<file path="src/rtl/core/cau_pkg.sv">
package cau_pkg;

  localparam int WORD_W = 32;
  localparam int FRAC_W = 16;
  localparam int CMD_W  = 4;

  typedef enum logic [CMD_W-1:0] {
    OP_ADD  = 4'd0,
    OP_SUB  = 4'd1,
    OP_MUL  = 4'd2,
    OP_DIV  = 4'd3,
    OP_CMP  = 4'd4,
    OP_NEG  = 4'd5,
    OP_CONJ = 4'd6,
    OP_INCR = 4'd7,
    OP_DECR = 4'd8,
    OP_INCI = 4'd9,
    OP_DECI = 4'd10
  } op_t;

  // operation class decided by the front end
  typedef enum logic [1:0] {
    CL_SIMPLE = 2'd0,
    CL_MUL    = 2'd1,
    CL_DIV    = 2'd2
  } cls_t;

  typedef struct packed {
    cls_t                     cls;
    logic [CMD_W-1:0]         cmd;
    logic signed [WORD_W-1:0] a_re;
    logic signed [WORD_W-1:0] a_im;
    logic signed [WORD_W-1:0] b_re;
    logic signed [WORD_W-1:0] b_im;
  } req_t;

  typedef struct packed {
    logic signed [WORD_W-1:0] res_re;
    logic signed [WORD_W-1:0] res_im;
    logic                     equal;
    logic                     div_zero;
    logic                     saturated;
  } rsp_t;

endpackage

</file>
<file path="src/rtl/core/cau_fifo.sv">
// Short queue between front and back.
module cau_fifo #(
  parameter int DEPTH = 4
) (
  input  logic          clk,
  input  logic          rst_n,
  input  logic          wr_valid,
  output logic          wr_ready,
  input  cau_pkg::req_t wr_req,
  output logic          rd_valid,
  input  logic          rd_ready,
  output cau_pkg::req_t rd_req
);
  localparam int AW = (DEPTH > 1) ? $clog2(DEPTH) : 1;
  cau_pkg::req_t mem_r [DEPTH];
  logic [AW-1:0] wp_r, rp_r;
  logic [AW:0]   cnt_r;
  logic          wr, rd;

  assign wr_ready = cnt_r != (AW+1)'(DEPTH);
  assign rd_valid = cnt_r != '0;
  assign rd_req   = mem_r[rp_r];
  assign wr = wr_valid && wr_ready;
  assign rd = rd_valid && rd_ready;

  always_ff @(posedge clk) begin
    if (!rst_n) begin
      wp_r  <= '0;
      rp_r  <= '0;
      cnt_r <= '0;
    end else begin
      if (wr) wp_r <= (wp_r == AW'(DEPTH-1)) ? '0 : wp_r + 1'b1;
      if (rd) rp_r <= (rp_r == AW'(DEPTH-1)) ? '0 : rp_r + 1'b1;
      cnt_r <= cnt_r + (AW+1)'(wr) - (AW+1)'(rd);
    end
    if (wr) mem_r[wp_r] <= wr_req;
  end
endmodule

</file>
<file path="config.mk">
export PLATFORM = sky130hd
export DESIGN_NAME = cau_fifo
export DESIGN_NICKNAME = d
export VERILOG_FILES = /design/src/rtl/core/cau_pkg.sv /design/src/rtl/core/cau_fifo.sv
export SDC_FILE = /design/constraint.sdc
export NUM_CORES = 1
export LEC_CHECK = 0
export CAP_MARGIN = 20
export CORE_MARGIN = 2
export CORE_UTILIZATION = 64
export DETAILED_ROUTE_END_ITERATION = 8
export DONT_BUFFER_PORTS = 1
export PLACE_DENSITY = 0.8
export SYNTH_ARGS = -nofsm -noshare
export SYNTH_HDL_FRONTEND = slang
export SYNTH_SLANG_ARGS = --single-unit
</file>
<file path="constraint.sdc">
create_clock -name clk -period 13.2 [get_ports clk]
set_input_delay 0 -clock clk [delete_from_list [all_inputs] [get_ports clk]]
set_output_delay 0 -clock clk [all_outputs]
set_load 0.01 [all_outputs]
</file>
# Yosys cells after proc, flatten, opt, wreduce, memory -nomap -nowiden
# Memories as Yosys holds them, arrays and structs flattened. A register that Yosys moved wholly into a read port is not among the register bits.
# Cells that the tools add are included.
# word_totals
wordCells	20
ram_bits	536
latchBits	0
register_bits	7
output_inout_bits	136
mem_bits_ro	0
n_memories	1
# classes
reduce_logical	3
div_mod_pow	0
n_shift	0
bitwise	0
magnitude_cmp	0
n_eq_ne	3
n_mux	6
add_sub_neg	4
mul	0
# mem_list
name	depth	word_bits	rd	rd_clocked_by_memory_dff	wr	line	text
mem_r	4	134	1	1	1	cau_fifo.sv:15	cau_pkg::req_t mem_r [DEPTH];
# ops
operator	n
$mux W2	4
$add A2 B1 Y2 const B	2
$eq A2 B2 Y1 const B	2
$add A3 B1 Y3	1
$ne A3 B3 Y1 const B	1
$reduce_bool A3 Y1	1
$sub A3 B1 Y3	1
$logic_and A1 B1 Y1	2
$mux W1	2

# Depth between registers and ports, before layout
# logic_depth
word_depth	4
depth_mapped	12
depth_no_buf	11

# Worst setup path before layout
# Ideal clock, no wire load.
# synth_path
path_kind	register to register
from	register cnt_r[1]
to	memory mem_r[0][0] (netlist name) (enable)
stages_incl_launch_ff	4
required_time_ns	12.690
arrival_time_ns	3.782
path_slack_ns	8.907
n_path_buf	1
synth_period_minus_slack_ns	4.293
cell_sequence	dfxtp_1 > or3b_1 > buf_6 > and3_1
# synth_via
elab_chain_len	4
# synth_rtl
item	line	text
start, declared	cau_fifo.sv:17	logic [AW:0] cnt_r;
start signal, assigned	cau_fifo.sv:34	cnt_r <= cnt_r + (AW+1)'(wr) - (AW+1)'(rd);
$ne A3 B3 Y1	cau_fifo.sv:20	assign wr_ready = cnt_r != (AW+1)'(DEPTH);
named net wr_ready	cau_fifo.sv:8	output logic wr_ready,
$logic_and A1 B1 Y1	cau_fifo.sv:23	assign wr = wr_valid && wr_ready;
$mux W1	cau_fifo.sv:36	if (wr) mem_r[wp_r] <= wr_req;
$mux W1 (implied by the code)	cau_fifo.sv:36	
end, declared	cau_fifo.sv:15	
# The timed path passes the listed nets, and every way through them passes these cells.

# Worst setup path after layout
# layout_path
from	register cnt_r[1]
to	memory mem_r[1][89] (netlist name) (enable)
# The elaborated chain is that of the path after synthesis.

==> impl_metrics.xml <==
<?xml version="1.0" encoding="UTF-8"?>
<metrics>
  <group name="synth">
    <metric name="synth-simple-area-share" unit="%">0.556</metric>
    <metric name="synth.cell_area" unit="um^2">19800</metric>
    <metric name="syn_nets" unit="">898</metric>
    <metric name="synth_top_family_by_area" unit="">multiplexers</metric>
    <metric name="synth-compound-area-share" unit="%">0.114</metric>
    <metric name="ys_seq_area_share" unit="%">82.2</metric>
    <metric name="netlist-cell-type-count" unit="">24</metric>
    <metric name="ys_seq_elements" unit="">545</metric>
    <metric name="syn-mean-instance-area" unit="um^2">26.3</metric>
    <metric name="synth_mux_area_share" unit="%">15.3</metric>
    <metric name="synth_fa_ha_area_share" unit="%">0.544</metric>
    <metric name="synth.yosys.warnings" unit="">0</metric>
    <metric name="synth_xor_xnor_area_share" unit="%">0.0885</metric>
    <metric name="synthCells" unit="">752</metric>
  </group>
  <group name="cts">
    <metric name="clock_insertion_delay_worst_skew" unit="ns">0.56</metric>
    <metric name="clockRootBuffer" unit="">clkbuf_16</metric>
    <metric name="clkSlewWorstSetupHoldPaths" unit="ns">0.06</metric>
    <metric name="tritoncts" unit="">built</metric>
    <metric name="clock-sinks" unit="">545</metric>
    <metric name="cts_buffer_depth" unit="">3</metric>
    <metric name="cts.htree.levels" unit="">2</metric>
    <metric name="cts_resized" unit="">0</metric>
    <metric name="numCtsBuffers" unit="">51</metric>
  </group>
  <group name="power">
    <metric name="p_clk_share" unit="%">31.9</metric>
    <metric name="p_per_area" unit="nW/um^2">187</metric>
    <metric name="static-leakage-power" unit="uW">0.00722</metric>
    <metric name="power.share.switching" unit="%">25.2</metric>
    <metric name="internal_power_contribution" unit="uW">3230</metric>
    <metric name="worst_vdd_ir" unit="uV">184</metric>
    <metric name="power.sequential.fraction" unit="%">50.6</metric>
    <metric name="pwr-share-comb" unit="%">17.5</metric>
    <metric name="total_switching_power" unit="uW">1090</metric>
  </group>
  <group name="run_status">
    <metric name="status" unit="">complete, no violations</metric>
  </group>
  <group name="sta">
    <metric name="fin_crit" unit="ns">3.14</metric>
    <metric name="worstMarginPinSlew" unit="ns">1.02</metric>
    <metric name="hold_viol" unit="">0</metric>
    <metric name="max_clock_freq" unit="MHz">318</metric>
    <metric name="max_transition_margin" unit="%">31.7</metric>
    <metric name="crit_share_post_route" unit="%">23.8</metric>
    <metric name="total_negative_slack_for_setup_checks" unit="ns">0</metric>
    <metric name="finalMaxSlewViolations" unit="">0</metric>
    <metric name="rsz_0062_raised_after_global_routing" unit="">false</metric>
    <metric name="skew" unit="ns">0.0164</metric>
    <metric name="final-setup-viol-count" unit="">0</metric>
  </group>
  <group name="critical_path">
    <metric name="crit_type" unit="">reg2reg</metric>
    <metric name="worst-path-max-fanout" unit="">68</metric>
    <metric name="worst_ep_required_time" unit="ns">13.36</metric>
    <metric name="critical_path.cell_chain" unit="">or3b_1, and3_4, buf_4</metric>
    <metric name="setup.worst_path.start_class" unit="">register</metric>
    <metric name="worst_path_max_delay_cell" unit="">and3_4</metric>
    <metric name="worstPathArrival" unit="ns">3.30</metric>
    <metric name="sort_of_element_at_the_end_of_the_critical_path" unit="">register</metric>
    <metric name="critPathMaxStageDelay" unit="ns">0.90</metric>
  </group>
  <group name="place">
    <metric name="gp_congestion" unit="">0.767</metric>
    <metric name="post_dp_cell_area" unit="um^2">20200</metric>
    <metric name="detailedPlacementHpwl" unit="um">20700</metric>
    <metric name="portBuffers" unit="">0</metric>
  </group>
  <group name="die">
    <metric name="dieArea" unit="um^2">32300</metric>
    <metric name="std_cell_rows" unit="">64</metric>
    <metric name="die_w" unit="um">180</metric>
    <metric name="core_area" unit="um^2">30500</metric>
    <metric name="top_level_ports" unit="">274</metric>
    <metric name="initial_utilization" unit="%">64.9</metric>
    <metric name="die_height" unit="um">180</metric>
  </group>
  <group name="detailed_routing">
    <metric name="drt-vias-per-instance" unit="">6.22</metric>
    <metric name="drc_errors" unit="">0</metric>
    <metric name="postRouteAntennaNets" unit="">0</metric>
    <metric name="drt_wl_total" unit="um">36800</metric>
    <metric name="wl_per_cell" unit="um">27.2</metric>
    <metric name="drt_first_pass_iters" unit="">4</metric>
    <metric name="detail_route.iter0.violations" unit="">713</metric>
    <metric name="routed-via-count" unit="">8398</metric>
  </group>
  <group name="global_routing">
    <metric name="grt_max_degree" unit="">69</metric>
    <metric name="antenna_found_initial" unit="">1</metric>
    <metric name="via_count_of_the_first_global_routing_pass" unit="">8946</metric>
    <metric name="global_route.usage.total" unit="%">22.8</metric>
    <metric name="global_route_total_overflow" unit="">0</metric>
    <metric name="grt_first_pass_wirelength" unit="um">55300</metric>
  </group>
  <group name="layout">
    <metric name="nets" unit="">1063</metric>
    <metric name="post_route_cells_drive_above_1_share" unit="%">22.6</metric>
    <metric name="final_design_area_no_fill" unit="um^2">23100</metric>
    <metric name="synthToLayoutAreaGrowth" unit="%">16.8</metric>
  </group>
  <group name="flow_run">
    <metric name="timing.max_cap.violations" unit="">0</metric>
  </group>
  <group name="worst_hold_path">
    <metric name="worst_hold_path_type" unit="">in2reg</metric>
  </group>
</metrics>
## power by group through the flow
stage	Sequential, uW	Clock (uW)	Combinational (uW)
2_1_floorplan	2180	0	613
3_3_place_gp	2200	0	700
3_5_place_dp	2220	0	711
4_1_cts	2190	1390	767
5_1_grt	2200	1470	801
6_report	2180	1380	755
## layer usage
| layer | vias up | track usage (%) | wire (um) | share of wire, % |
|---|---|---|---|---|
| met5 | - | 0 | 0 | 0 |
| met4 | 0 | 6.57 | 778 | 2.1 |
| met3 | 54 | 5.94 | 3470 | 9.4 |
| met2 | 367 | 37.8 | 19000 | 52 |
| met1 | 4405 | 30.8 | 13600 | 37 |
| li1 | 3572 | - | - | - |
## synthesized netlist by cell type (all sizes together)
cell / n / share of area, %
fa: 1 / 0.10
mux2i: 1 / 0.051
and2: 3 / 0.11
nor2: 2 / 0.038
o31ai: 1 / 0.038
nand3: 2 / 0.051
dfxtp: 9 / 0.91
buf: 24 / 0.89
inv: 6 / 0.11
mux4: 134 / 15
ha: 7 / 0.44
xnor2: 2 / 0.089
nand4: 1 / 0.032
or3: 1 / 0.032
o21ai: 3 / 0.076
edfxtp: 536 / 81
or3b: 1 / 0.044
clkbuf: 8 / 0.15
nor2b: 1 / 0.032
and3: 4 / 0.13
nand2: 5 / 0.095
## cell families (layout without fill, tap and decap cells)
kind of cell | Yosys count | after routing
buffers and inverters | 38 | 239
multiplexers | 135 | 135
AND/OR/NAND/NOR | 20 | 20
adder cells (fa/ha/maj) | 8 | 8
other | 0 | 2
flip-flops | 545 | 545
AO/OA/AOI/OAI | 4 | 4
XOR/XNOR | 2 | 2
## worst max-delay path: cells and delay by family, from the launching register on
| family | cells | cell delay (ns) |
|---|---|---|
| AND/OR/NAND/NOR | 2 | 1.27 |
| buffers and inverters | 1 | 0.89 |
| flip-flops | 1 | 0.43 |
## cell type report
cell class / instances / area, um^2
antenna: 2 / 5.00
clock buffer: 73 / 1450
clock inverter: 16 / 131
fill: 1520 / 7390
inverter: 6 / 22.5
multi-input combinational: 169 / 3310
sequential: 545 / 16300
tap: 396 / 495
timing repair buffer: 144 / 1420
## layout by cell type (no fill, tap or decap), drive strengths merged
cell type,count
xnor2,2
clkinvlp,1
o21ai,3
o31ai,1
and2,3
nand4,1
edfxtp,536
nand3,2
mux4,134
clkbuf,73
diode,2
buf,7
or3,1
or3b,1
inv,7
nor2,2
ha,7
nand2,5
dlygate4sd3,137
bufinv,2
clkinv,12
fa,1
dfxtp,9
mux2i,1
and3,4
nor2b,1
## sequential cells by signal, summed over array words and instances (netlist names), named ones only
signal	count
mem_r	536
rp_r	2
wp_r	2
cnt_r	3
## worst paths after layout
path	from	end	slack [ns]	depth (start not counted)
worst max register to register	cnt_r[1]$_SDFF_PN0_	mem_r[1][89]$_DFFE_PP_	10.06	3
worst min-delay path	wr_valid	mem_r[2][85]$_DFFE_PP_	0.14	1
worst min register to register	wp_r[1]$_SDFFE_PN0P_	wp_r[1]$_SDFFE_PN0P_	0.52	2
worst max-delay path	cnt_r[1]$_SDFF_PN0_	mem_r[1][89]$_DFFE_PP_	10.06	3
## stage by stage
stage	instances	util, %	worst slack [ns]	hold slack (ns)	total power [uW]
after floorplan	752	-	8.91	0.0989	2790
final	1351	75.8	10.06	0.142	4310
after detailed placement	1123	66.1	10.06	0.0990	2930
after global placement	1123	66.1	10.21	0.0990	2900
after global routing	1350	75.8	9.85	0.158	4470
after CTS	1349	75.8	10.06	0.136	4350
## timing repair
| action | in CTS | in global routing |
|---|---|---|
| hold buffers | 137 | 0 |
| setup endpoints to repair | 0 | 0 |
| setup buffers | 0 | 0 |
| hold endpoints to repair | 545 | 0 |
(Power assumes the default switching activity.)
