## config.mk

```make
export PLATFORM = sky130hd
export DESIGN_NAME = cau_front
export DESIGN_NICKNAME = d
export VERILOG_FILES = /design/src/rtl/core/cau_pkg.sv /design/src/rtl/core/cau_front.sv
export SDC_FILE = /design/constraint.sdc
export NUM_CORES = 1
export LEC_CHECK = 0
export ABC_CLOCK_PERIOD_IN_PS = 5270
export BUFFER_PORTS_ARGS = -buffer_cell sky130_fd_sc_hd__buf_2
export CAP_MARGIN = 20
export CORE_ASPECT_RATIO = 1.25
export CORE_MARGIN = 3
export CORE_UTILIZATION = 40
export CTS_BUF_LIST = sky130_fd_sc_hd__clkbuf_4 sky130_fd_sc_hd__clkbuf_8
export DETAILED_ROUTE_END_ITERATION = 8
export GPL_TIMING_DRIVEN = 1
export PLACE_DENSITY = 0.78
export SKIP_CTS_REPAIR_TIMING = 1
export SLEW_MARGIN = 10
export SYNTH_ARGS = -nofsm -noshare
export SYNTH_HDL_FRONTEND = slang
export SYNTH_SLANG_ARGS = --single-unit
```

## constraint.sdc

```tcl
create_clock -name clk -period 5.27 [get_ports clk]
set_clock_uncertainty 0.05 [all_clocks]
set_input_delay 1.054 -clock clk [delete_from_list [all_inputs] [get_ports clk]]
set_output_delay 1.054 -clock clk [all_outputs]
set_load 0.03 [all_outputs]
```

## src/rtl/core/cau_pkg.sv

```systemverilog
package cau_pkg;

  localparam int WORD_W = 32;
  localparam int FRAC_W = 16;
  localparam int CMD_W  = 4;

  typedef enum logic [CMD_W-1:0] {
    OP_ADD  = 4'd0,
    OP_SUB  = 4'd1,
    OP_MUL  = 4'd2,
    OP_DIV  = 4'd3,
    OP_CMP  = 4'd4,
    OP_NEG  = 4'd5,
    OP_CONJ = 4'd6,
    OP_INCR = 4'd7,
    OP_DECR = 4'd8,
    OP_INCI = 4'd9,
    OP_DECI = 4'd10
  } op_t;

  // operation class decided by the front end
  typedef enum logic [1:0] {
    CL_SIMPLE = 2'd0,
    CL_MUL    = 2'd1,
    CL_DIV    = 2'd2
  } cls_t;

  typedef struct packed {
    cls_t                     cls;
    logic [CMD_W-1:0]         cmd;
    logic signed [WORD_W-1:0] a_re;
    logic signed [WORD_W-1:0] a_im;
    logic signed [WORD_W-1:0] b_re;
    logic signed [WORD_W-1:0] b_im;
  } req_t;

  typedef struct packed {
    logic signed [WORD_W-1:0] res_re;
    logic signed [WORD_W-1:0] res_im;
    logic                     equal;
    logic                     div_zero;
    logic                     saturated;
  } rsp_t;

endpackage

```

## src/rtl/core/cau_front.sv

```systemverilog
// Classifies a request into a pipeline register toward the queue.
module cau_front (
  input  logic            clk,
  input  logic            rst_n,
  input  logic            in_valid,
  output logic            in_ready,
  input  logic [3:0]      in_cmd,
  input  logic [127:0]    in_ops,
  output logic            q_valid,
  input  logic            q_ready,
  output cau_pkg::req_t   q_req
);
  logic          vld_r;
  cau_pkg::req_t req_r;
  cau_pkg::req_t req_nxt;

  always_comb begin
    req_nxt.cmd  = in_cmd;
    req_nxt.a_re = in_ops[31:0];
    req_nxt.a_im = in_ops[63:32];
    req_nxt.b_re = in_ops[95:64];
    req_nxt.b_im = in_ops[127:96];
    if (in_cmd == cau_pkg::OP_MUL) begin
      req_nxt.cls = cau_pkg::CL_MUL;
    end else if (in_cmd == cau_pkg::OP_DIV) begin
      req_nxt.cls = cau_pkg::CL_DIV;
    end else begin
      req_nxt.cls = cau_pkg::CL_SIMPLE;
    end
  end

  assign in_ready = !vld_r || q_ready;
  assign q_valid  = vld_r;
  assign q_req    = req_r;

  always_ff @(posedge clk) begin
    if (!rst_n) begin
      vld_r <= 1'b0;
    end else if (in_ready) begin
      vld_r <= in_valid;
    end
    if (in_ready && in_valid) begin
      req_r <= req_nxt;
    end
  end
endmodule

```

Yosys cells after proc, flatten, opt, wreduce, memory -nomap -nowiden --
Cells that the tools add are included.
Operators by class: equal/unequal tests 2, muxes and demuxes 1, reduce and logical (&&, ||, !) cells 3
Operators by type and width (count):
- $eq 4x2->1 const B | 2
- $mux 2 | 1
- $logic_and 1x1->1 | 1
- $logic_not 1->1 | 1
- $logic_or 1x1->1 | 1
Storage, ports and cells: bits in registers 135, input bits 136, output and inout port bits 136, logic and storage cells 13

Logic depth before layout (Yosys ltp) --
Gate-level depths: netlist (run 1).
depth after elaboration 3, gate-level depth with buffers 2

Least setup slack after synthesis (run 1) --
No wires, ideal clock.
path kind input-to-reg, from in q_ready, to reg req_r, in the netlist q_req[0] (enable), arrival time 4.346 ns, path slack 0.364 ns, cell stages on the path 2, path buffers 0, cells stage by stage nand2b_4 and2_1
On the way: cells in the longest elaborated chain, start to end 2
Ends and longest elaborated chain:
- start, declared | RTL line cau_front.sv:10 | input logic q_ready,
- $logic_or 1x1->1 | RTL line cau_front.sv:32 | assign in_ready = !vld_r || q_ready;
- $logic_and 1x1->1 | RTL line cau_front.sv:42 | if (in_ready && in_valid) begin
- end signal, assigned | RTL line cau_front.sv:43 | req_r <= req_nxt;
- end, declared | RTL line cau_front.sv:14 | cau_pkg::req_t req_r;
Every way passes these cells. A chain may end at the register's enable or synchronous reset.

Worst setup path in the final report (run 1) --
from in q_ready, to out in_ready
On the way: cells in the longest elaborated chain, start to end 1
Ends and longest elaborated chain:
- $logic_or 1x1->1 | RTL line cau_front.sv:32
- end, declared | RTL line cau_front.sv:6 | output logic in_ready,
Every way passes these cells.

==> results of run 1 <==
-- layer usage --
| metal | wire length, µm | vias to the layer above | global-route usage [%] |
|---|---|---|---|
| met5 | 7 | - | 0 |
| met4 | 287 | 2 | 9.30 |
| met3 | 1250 | 25 | 9.48 |
| met2 | 4780 | 185 | 26.9 |
| met1 | 2950 | 1066 | 15.3 |
| li1 | - | 1153 | - |
-- power breakdown --
| group | internal (mW) | switching (mW) | leakage, nW |
|---|---|---|---|
| registers | 1.26 | 0.0142 | 1.31 |
| logic | 0.0770 | 0.186 | 1.10 |
| clock network | 0.418 | 0.351 | 0.174 |
| total | 1.75 | 0.551 | 2.58 |
-- cells in the final DEF, fill, tap and decap left out --
master / synthesis / layout
a21boi_1: 1 / 1
dfxtp_1: 1 / 1
edfxtp_1: 134 / 134
clkinv_1: 0 / 1
bufinv_16: 0 / 2
buf_4: 0 / 2
clkinv_2: 0 / 3
and4bb_2: 1 / 1
clkinvlp_4: 0 / 4
nand2b_4: 1 / 1
and2_4: 0 / 1
clkbuf_8: 0 / 17
clkbuf_4: 0 / 2
inv_1: 1 / 1
nor4b_2: 1 / 1
buf_2: 0 / 271
-- stage by stage --
stage / worst slack (ns) / utilization, % / instances
global route: 2.69 / 61.1 / 569
floorplan: 0.364 / - / 141
CTS: 2.70 / 61.1 / 569
global placement: 2.58 / 57.4 / 540
detailed placement: 2.53 / 57.4 / 540
finish: 2.71 / 61.1 / 569
-- registers in the layout, indices dropped and copies added (netlist names) --
register  flops
q_req       134
q_valid       1
-- worst min-delay path: stages (launching register included) --
cell      delay [ns]
dfxtp_1         0.33
nand2b_4        0.08
a21boi_1        0.05
-- kinds of logic (layout without fill, tap and decap cells) --
group | after synthesis | count (layout)
DFF | 135 | 135
and+or+nand+nor | 4 | 4
AOI/OAI and AO/OA | 1 | 1
buffers and inverters | 1 | 303
-- how the worst max path moves through the flow --
stage	start	slack, ns	endpoint
after CTS	q_ready	2.70	in_ready
final	q_ready	2.71	in_ready
after global routing	q_ready	2.69	in_ready
after floorplan	q_ready	0.36	q_req[0]
after global placement	q_ready	2.58	q_req[18]
after detailed placement	q_ready	2.53	q_req[85]
-- layout make-up --
type / instances / area share (%)
clock buffer: 19 / 4.16
clock inverter: 10 / 1.82
inverter: 1 / 0.0626
multi-input combinational: 5 / 0.961
sequential: 135 / 67.5
tap: 126 / 2.63
timing repair buffer: 273 / 22.9
==> flow_summary.toml, run 1 <==
[outcome]
status = "finished clean"

[finish]
n_antenna_cell = 0
design_area_um2 = 5990
nets = 569
fillers = 750
syn2layout_area_growth_pct = 46.1
seq_area_um2 = 4040
multiInputGateArea_um2 = 57.6
layout-drive-gt1-share_pct = 68.8

[timing]
slew_violations = 0
rsz0062_at_grt = "false"
fin_crit_ns = 2.56
final-hold-violation-count = 0
relSlewSlack_pct = 59.2
setup_violations = 0
fmax_ghz = 0.390
tightest_slew_ns = 0.613
setup_tns_ns = 0
fin_hold_ws_ns = 0.460
period_share_pct = 48.7

[floorplanning]
die_h_um = 119
core_area_um2 = 9810
dieArea_um2 = 11500
rows = 40
ios = 272
initial_utilization_pct = 41.8
die_x_um = 96.6

[yosys]
synth_edf_count = 134
yosys.area.top_type_share_pct = 98.1
synth_top_family_by_area = "simple AND/OR/NAND/NOR gates"
synth_nets = 277
synthTopCellsByArea = "edfxtp_1, dfxtp_1, nor4b_2, nand2b_4, and4bb_2"
ys_seq_area_share_pct = 98.6
yosys_register_bits = 135
synth-compound-area-share_pct = 0.183
yosysMostFrequentCell = "edfxtp_1"
syn-cell-area_um2 = 4100
synthArstFlopShare_pct = 0
synth-simple-area-share_pct = 1.16
synth.area.mux_share_pct = 0
synthFlopType = "edfxtp_1"
syn_area_per_cell_um2 = 29.1
synth_cell_type_count = 8
yosys_warnings = 0
synthXorXnorAreaFrac_pct = 0
yosys.area.top_type = "edfxtp_1"
syn_inst = 141
post_synth_fa_ha_maj_area_fraction_pct = 0

[routing]
drt_iter0_markers = 67
vias = 2431
wl_per_cell_um = 16.3
final_antenna_net_count = 0
drc = 0
via_per_inst = 4.27
wirelength_mm = 9.27
drtPass1Iterations = 4

[global_route]
first_global_vias = 2644
antenna_found_initial = 1
grt_pass1_wl_mm = 13.1
grt_max_degree = 53
grt-ovfl-total = 0
grt_usage_pct = 16.3

[worst_setup_path]
critPathKind = "in2out"
path_delay_family = "buffers and inverters"
path_max_fanout = 3
endpoint_kind = "primary output"
cpPeakStageDelay_ns = 0.18
crit_arrival_ns = 1.46
cp_cell_sequence = "buf_2 -> nand2b_4 -> buf_2"
path_buf_inv = 2
start_kind = "input port"
r2r_slack_ns = 3.41
r2r-end = "q_req[109]"
worst_ep_required_time_ns = 4.17
crit_top_cell = "buf_2"
reg2reg_from = "q_valid"
rr_worst_depth = 3
cp_slowest_cell = "buf_2"
critical_path_depth = 3

[worst_hold_path]
min_to = "q_valid"
min-delay-start = "q_valid"
holdPathStages = 2
hold_path_class = "reg2reg"

[power]
peakVddDrop_mv = 0.283
totalPowerFinal_mw = 2.30
power_density_nw_per_um2 = 384
leakage_nw = 2.58

[placement]
port_buffers = 271
place.gp.congestion = 0.737
post_dp_cell_area_um2 = 5630
hpwl_mm = 7.24

[job]
cap_viol_max_count = 0

[clocking]
cts_buffers = 17
clockRootBuffer = "clkbuf_8"
clkTransAtPathRegs_ns = 0.07
cts_tree = "built"
cts.sinks = 135
clkLatencyLatePin_ns = 0.41
cts-htree-levels = 4
cts.path.max_buffers = 2
No activity file was read; power rests on OpenSTA's default activity.
==> run 2, diff against run 1 <==
Settings changed: ABC_CLOCK_PERIOD_IN_PS 5270 to 2400.
Clock period 5.27 ns to 2.4 ns, I/O delays scaled along.
==> flow_summary.toml, run 2 (same netlist as run 1, synthesis figures left out) <==
[power]
power_density_nw_per_um2 = 857
totalPowerFinal_mw = 5.18
leakage_nw = 2.62
peakVddDrop_mv = 0.501

[worst_hold_path]
min-delay-start = "in_ops[10]"
hold_path_class = "in2reg"
holdPathStages = 1
min_to = "q_req[106]"

[placement]
port_buffers = 271
hpwl_mm = 7.19
place.gp.congestion = 0.702
dpl.cell_count = 540

[global_route]
grt_pass1_wl_mm = 13.1
grt_max_degree = 70
grt-ovfl-total = 0
first_global_vias = 2662
grt_usage_pct = 16.0
antenna_found_initial = 3

[worst_setup_path]
start_kind = "register"
cp_cell_sequence = "nand2b_4 -> buf_2"
r2r-end = "q_req[36]"
path_buf_inv = 1
critPathKind = "reg2out"
cpPeakStageDelay_ns = 0.37
r2r_slack_ns = 1.09
reg2reg_from = "q_valid"
endpoint_kind = "primary output"
rr_worst_depth = 3
worst_ep_required_time_ns = 1.87
cp_slowest_cell = "dfxtp_1"
path_max_fanout = 3
path_delay_family = "flip-flops"
crit_arrival_ns = 1.02

[floorplanning]
die_h_um = 119
dieArea_um2 = 11500
rows = 40
die_x_um = 96.6
ios = 272
initial_utilization_pct = 41.8
core_area_um2 = 9810

[timing]
rsz0062_at_grt = "false"
setup_tns_ns = 0
tightest_slew_ns = 0.351
fin_crit_ns = 1.55
period_share_pct = 64.7
relSlewSlack_pct = 76.6
fmax_ghz = 0.644
final-hold-violation-count = 0
setup_violations = 0
slew_violations = 0

[routing]
vias = 2486
via_per_inst = 4.35
drt_iter0_markers = 72
wl_per_cell_um = 16.1
wirelength_mm = 9.22
drtPass1Iterations = 4
final_antenna_net_count = 0
drc = 0

[finish]
mostFrequentLayoutCell = "buf_2"
syn2layout_area_growth_pct = 47.5
final_cell_mix = "buf_2, edfxtp_1, clkbuf_8"
nets = 569
layout-drive-gt1-share_pct = 68.4
n_antenna_cell = 0
largest_reg_flops = 134
fin_cells = 572

[job]
cap_viol_max_count = 0

[clocking]
cts.path.max_buffers = 2
clkTransAtPathRegs_ns = 0.07
cts_tree = "built"
cts-htree-levels = 4
clkLatencyLatePin_ns = 0.41
cts.sinks = 135
clockRootBuffer = "clkbuf_8"
cts_buffers = 17

[outcome]
status = "finished clean"
-- run 2: cell count changes in the layout (fill, tap and decap cells not counted), sizes merged --
cell / change
clkinvlp: -3
clkbuf: -2
clkinv: +5
inv: +2
bufinv: +1
-- run 2: area by class of cell --
type / instances / area [µm²]
inverter: 1 / 3.75
fill: 766 / 3760
multi-input combinational: 5 / 57.6
tap: 126 / 158
clock inverter: 15 / 159
sequential: 135 / 4040
clock buffer: 17 / 234
timing repair buffer: 273 / 1400
-- run 2: worst max-delay path by stage --
stage            start          to  slack, ns  cells past startpoint
6_report       q_valid    in_ready       0.85                      2
5_1_grt        q_valid    in_ready       0.77                      2
4_1_cts        q_valid    in_ready       0.79                      2
3_5_place_dp   q_ready  q_req[112]       0.82                      4
3_3_place_gp   q_ready  q_req[112]       0.84                      4
2_1_floorplan  q_ready    q_req[0]       0.27                      2
-- run 2: stage by stage --
step	worst slack (ns)	instance area, µm²	util [%]	hold slack, ns
global route	0.765	6050	61.7	0.145
global placement	0.837	5660	57.7	0.443
CTS	0.794	6050	61.7	0.150
detailed placement	0.822	5660	57.7	0.455
finish	0.848	6050	61.7	0.190
floorplan	0.274	4110	-	0.529
-- run 2: report_power, final --
part           switching (mW)  internal (mW)
Sequential             0.0327           2.76
Clock                   0.801           1.01
Combinational           0.406          0.175
-- run 2: routing by layer --
metal	part of all wire [%]	vias up	global-route usage (%)
met3	14	18	9.16
li1	-	1157	-
met1	31	1129	14.5
met4	2.1	6	8.07
met5	0.39	-	0
met2	52	176	27.5
==> run 3, diff against run 2 <==
Settings changed: ABC_CLOCK_PERIOD_IN_PS 2400 to 1500.
Clock period 2.4 ns to 1.5 ns, I/O delays scaled along.
==> flow_summary.toml, run 3 <==
[floorplanning]
rows = 40
die_x_um = 96.6
ios = 272
die_h_um = 119
initial_utilization_pct = 41.8

[yosys]
synthFlopType = "edfxtp_1"
syn-cell-area_um2 = 4100
synth_top_family_by_area = "simple AND/OR/NAND/NOR gates"
syn_area_per_cell_um2 = 29.1
synthTopCellsByArea = "edfxtp_1, dfxtp_1, nor4b_2, nand2b_4, and4bb_2"
synth-simple-area-share_pct = 1.16
post_synth_fa_ha_maj_area_fraction_pct = 0
synth_cell_type_count = 8
synthArstFlopShare_pct = 0
synth-compound-area-share_pct = 0.183
yosys.area.top_type_share_pct = 98.1
ys_seq_area_share_pct = 98.6
synthXorXnorAreaFrac_pct = 0
synth_edf_count = 134
yosys_warnings = 0
yosysMostFrequentCell = "edfxtp_1"
syn_inst = 141
yosys_register_bits = 135
synth.area.mux_share_pct = 0
synth_nets = 277
yosys.area.top_type = "edfxtp_1"

[clocking]
cts.sinks = 135
cts.path.max_buffers = 2
cts_buffers = 17
cts-htree-levels = 4
clockRootBuffer = "clkbuf_8"

[placement]
place.gp.congestion = 0.725
hpwl_mm = 7.51
post_dp_cell_area_um2 = 5670
port_buffers = 271

[global_route]
grt_max_degree = 68

[outcome]
status = "did not finish"
lastStage = "global routing (5_1_grt)"
error_message = "[ERROR RSZ-0060] Max buffer count reached."
run 3: cell counts after synthesis:
No cell type changed its count.
run 3: kinds of logic after synthesis:
family / after synthesis
DFF: 135
and+or+nand+nor: 4
AOI/OAI and AO/OA: 1
buffers and inverters: 1
run 3: per-stage QoR:
step / setup slack, ns / setup TNS (ns) / std cells
3_3_place_gp: 0.122 / 0 / 541
2_1_floorplan: -0.481 / -64.50 / 141
3_5_place_dp: 0.103 / 0 / 541
4_1_cts: 0.0730 / 0 / 573
==> run 4, diff against run 3 <==
Settings changed: CORE_ASPECT_RATIO 1.25 to not set, CORE_UTILIZATION 40 to 25, CTS_BUF_LIST sky130_fd_sc_hd__clkbuf_4 sky130_fd_sc_hd__clkbuf_8 to not set, PLACE_DENSITY 0.78 to not set, PLACE_DENSITY_LB_ADDON set to 0.15.
==> flow_summary.toml, run 4 (same netlist as run 1, synthesis figures left out) <==
[outcome]
status = "finished clean"

[worst_hold_path]
hold_path_class = "in2reg"

[routing]
via_per_inst = 3.80
drtPass1Iterations = 4
vias = 2867
wl_per_cell_um = 14.9
wirelength_mm = 11.3
drc = 0
final_antenna_net_count = 0
drt_iter0_markers = 68

[global_route]
first_global_vias = 2800
grt.busiest_layer = "met2"
grt_max_degree = 51
grtUsageMet2_pct = 20.2
use_met1_pct = 10.7
grt-ovfl-total = 0
antenna_found_initial = 0
gr-usage-met3_pct = 7.31
grt_usage_pct = 11.6
grt_pass1_wl_mm = 15.2

[worst_setup_path]
worst_ep_required_time_ns = 1.15
critPathKind = "reg2out"
endpoint_kind = "primary output"
start_kind = "register"
crit_arrival_ns = 1.01
path_max_fanout = 3

[floorplanning]
ios = 272
die_x_um = 134
initial_utilization_pct = 25.6
dieArea_um2 = 18000
die_h_um = 134
rows = 46
core_area_um2 = 16000

[clocking]
cts_tree = "built"
cts.path.max_buffers = 2
clkTransAtPathRegs_ns = 0.06
clkLatencyLatePin_ns = 0.40
cts.sinks = 135
clockRootBuffer = "clkbuf_16"
cts-htree-levels = 4
cts_buffers = 17

[timing]
relSlewSlack_pct = 82.4
setup_violations = 0
fin_crit_ns = 1.36
tightest_slew_ns = 0.264
slew_violations = 0
final-hold-violation-count = 0
layout_setup_ws_ns = 0.136
period_share_pct = 90.9
fmax_ghz = 0.733
rsz0062_at_grt = "false"

[placement]
post_dp_cell_area_um2 = 5800
place.gp.congestion = 0.769
hpwl_mm = 8.06
place_ws_ns = 0.0702
port_buffers = 271

[finish]
seq_area_um2 = 4050
layout-drive-gt1-share_pct = 57.9
design_area_um2 = 7250
fillers = 1497
syn2layout_area_growth_pct = 76.8
mostFrequentLayoutCell = "buf_2"
n_antenna_cell = 0
largest_reg_flops = 134
final_cell_mix = "buf_2, edfxtp_1, dlygate4sd3_1"
multiInputGateArea_um2 = 57.6
nets = 662

[power]
peakVddDrop_mv = 0.807
power_density_nw_per_um2 = 1300
leakage_nw = 3.08

[job]
cap_viol_max_count = 0
## run 4: path summary, 6_finish.rpt
kind         depth (start not counted)  slack [ns]  startpoint         end
min                                  1        0.02   in_ops[7]  q_req[103]
max reg2reg                          3        0.17     q_valid  q_req[100]
max                                  2        0.14     q_valid    in_ready
min reg2reg                          2        0.47     q_valid     q_valid
## run 4: layout make-up
| cell class | count | area share [%] |
|---|---|---|
| Clock buffer | 17 | 5.87 |
| Inverter | 1 | 0.0518 |
| Multi-Input combinational cell | 5 | 0.794 |
| Sequential cell | 135 | 55.8 |
| Clock inverter | 15 | 1.76 |
| Timing Repair Buffer | 366 | 32.0 |
| Tap cell | 216 | 3.73 |
## run 4: per-stage QoR
step | TNS [ns] | instances | hold WS [ns] | util [%] | power [mW]
5_1_grt | 0 | 755 | -0.00202 | 45.3 | 9.82
3_3_place_gp | 0 | 633 | 0.426 | 36.2 | 5.50
3_5_place_dp | 0 | 633 | 0.428 | 36.2 | 5.51
2_1_floorplan | -64.50 | 141 | 0.349 | - | 5.07
4_1_cts | 0 | 665 | -0.0131 | 39.7 | 9.40
6_report | 0 | 755 | 0.0224 | 45.3 | 9.43
## run 4: power by group
group	switching (mW)	leakage [nW]	internal, mW	total (mW)
clock network	1.54	0.275	2.28	3.82
logic	0.703	1.50	0.440	1.14
registers	0.0494	1.31	4.41	4.46
## run 4: worst max-delay path, stage by stage, from the launching register on
cell,delay (ns)
dfxtp_4,0.35
nand2b_4,0.07
buf_2,0.19
## run 4: routing by layer
| layer | vias to the layer above | routed length [µm] | share of wire, % |
|---|---|---|---|
| met3 | 13 | 1180 | 10 |
| li1 | 1347 | - | - |
| met1 | 1357 | 3640 | 32 |
| met5 | - | 0 | 0 |
| met2 | 150 | 6280 | 56 |
| met4 | 0 | 159 | 1.4 |
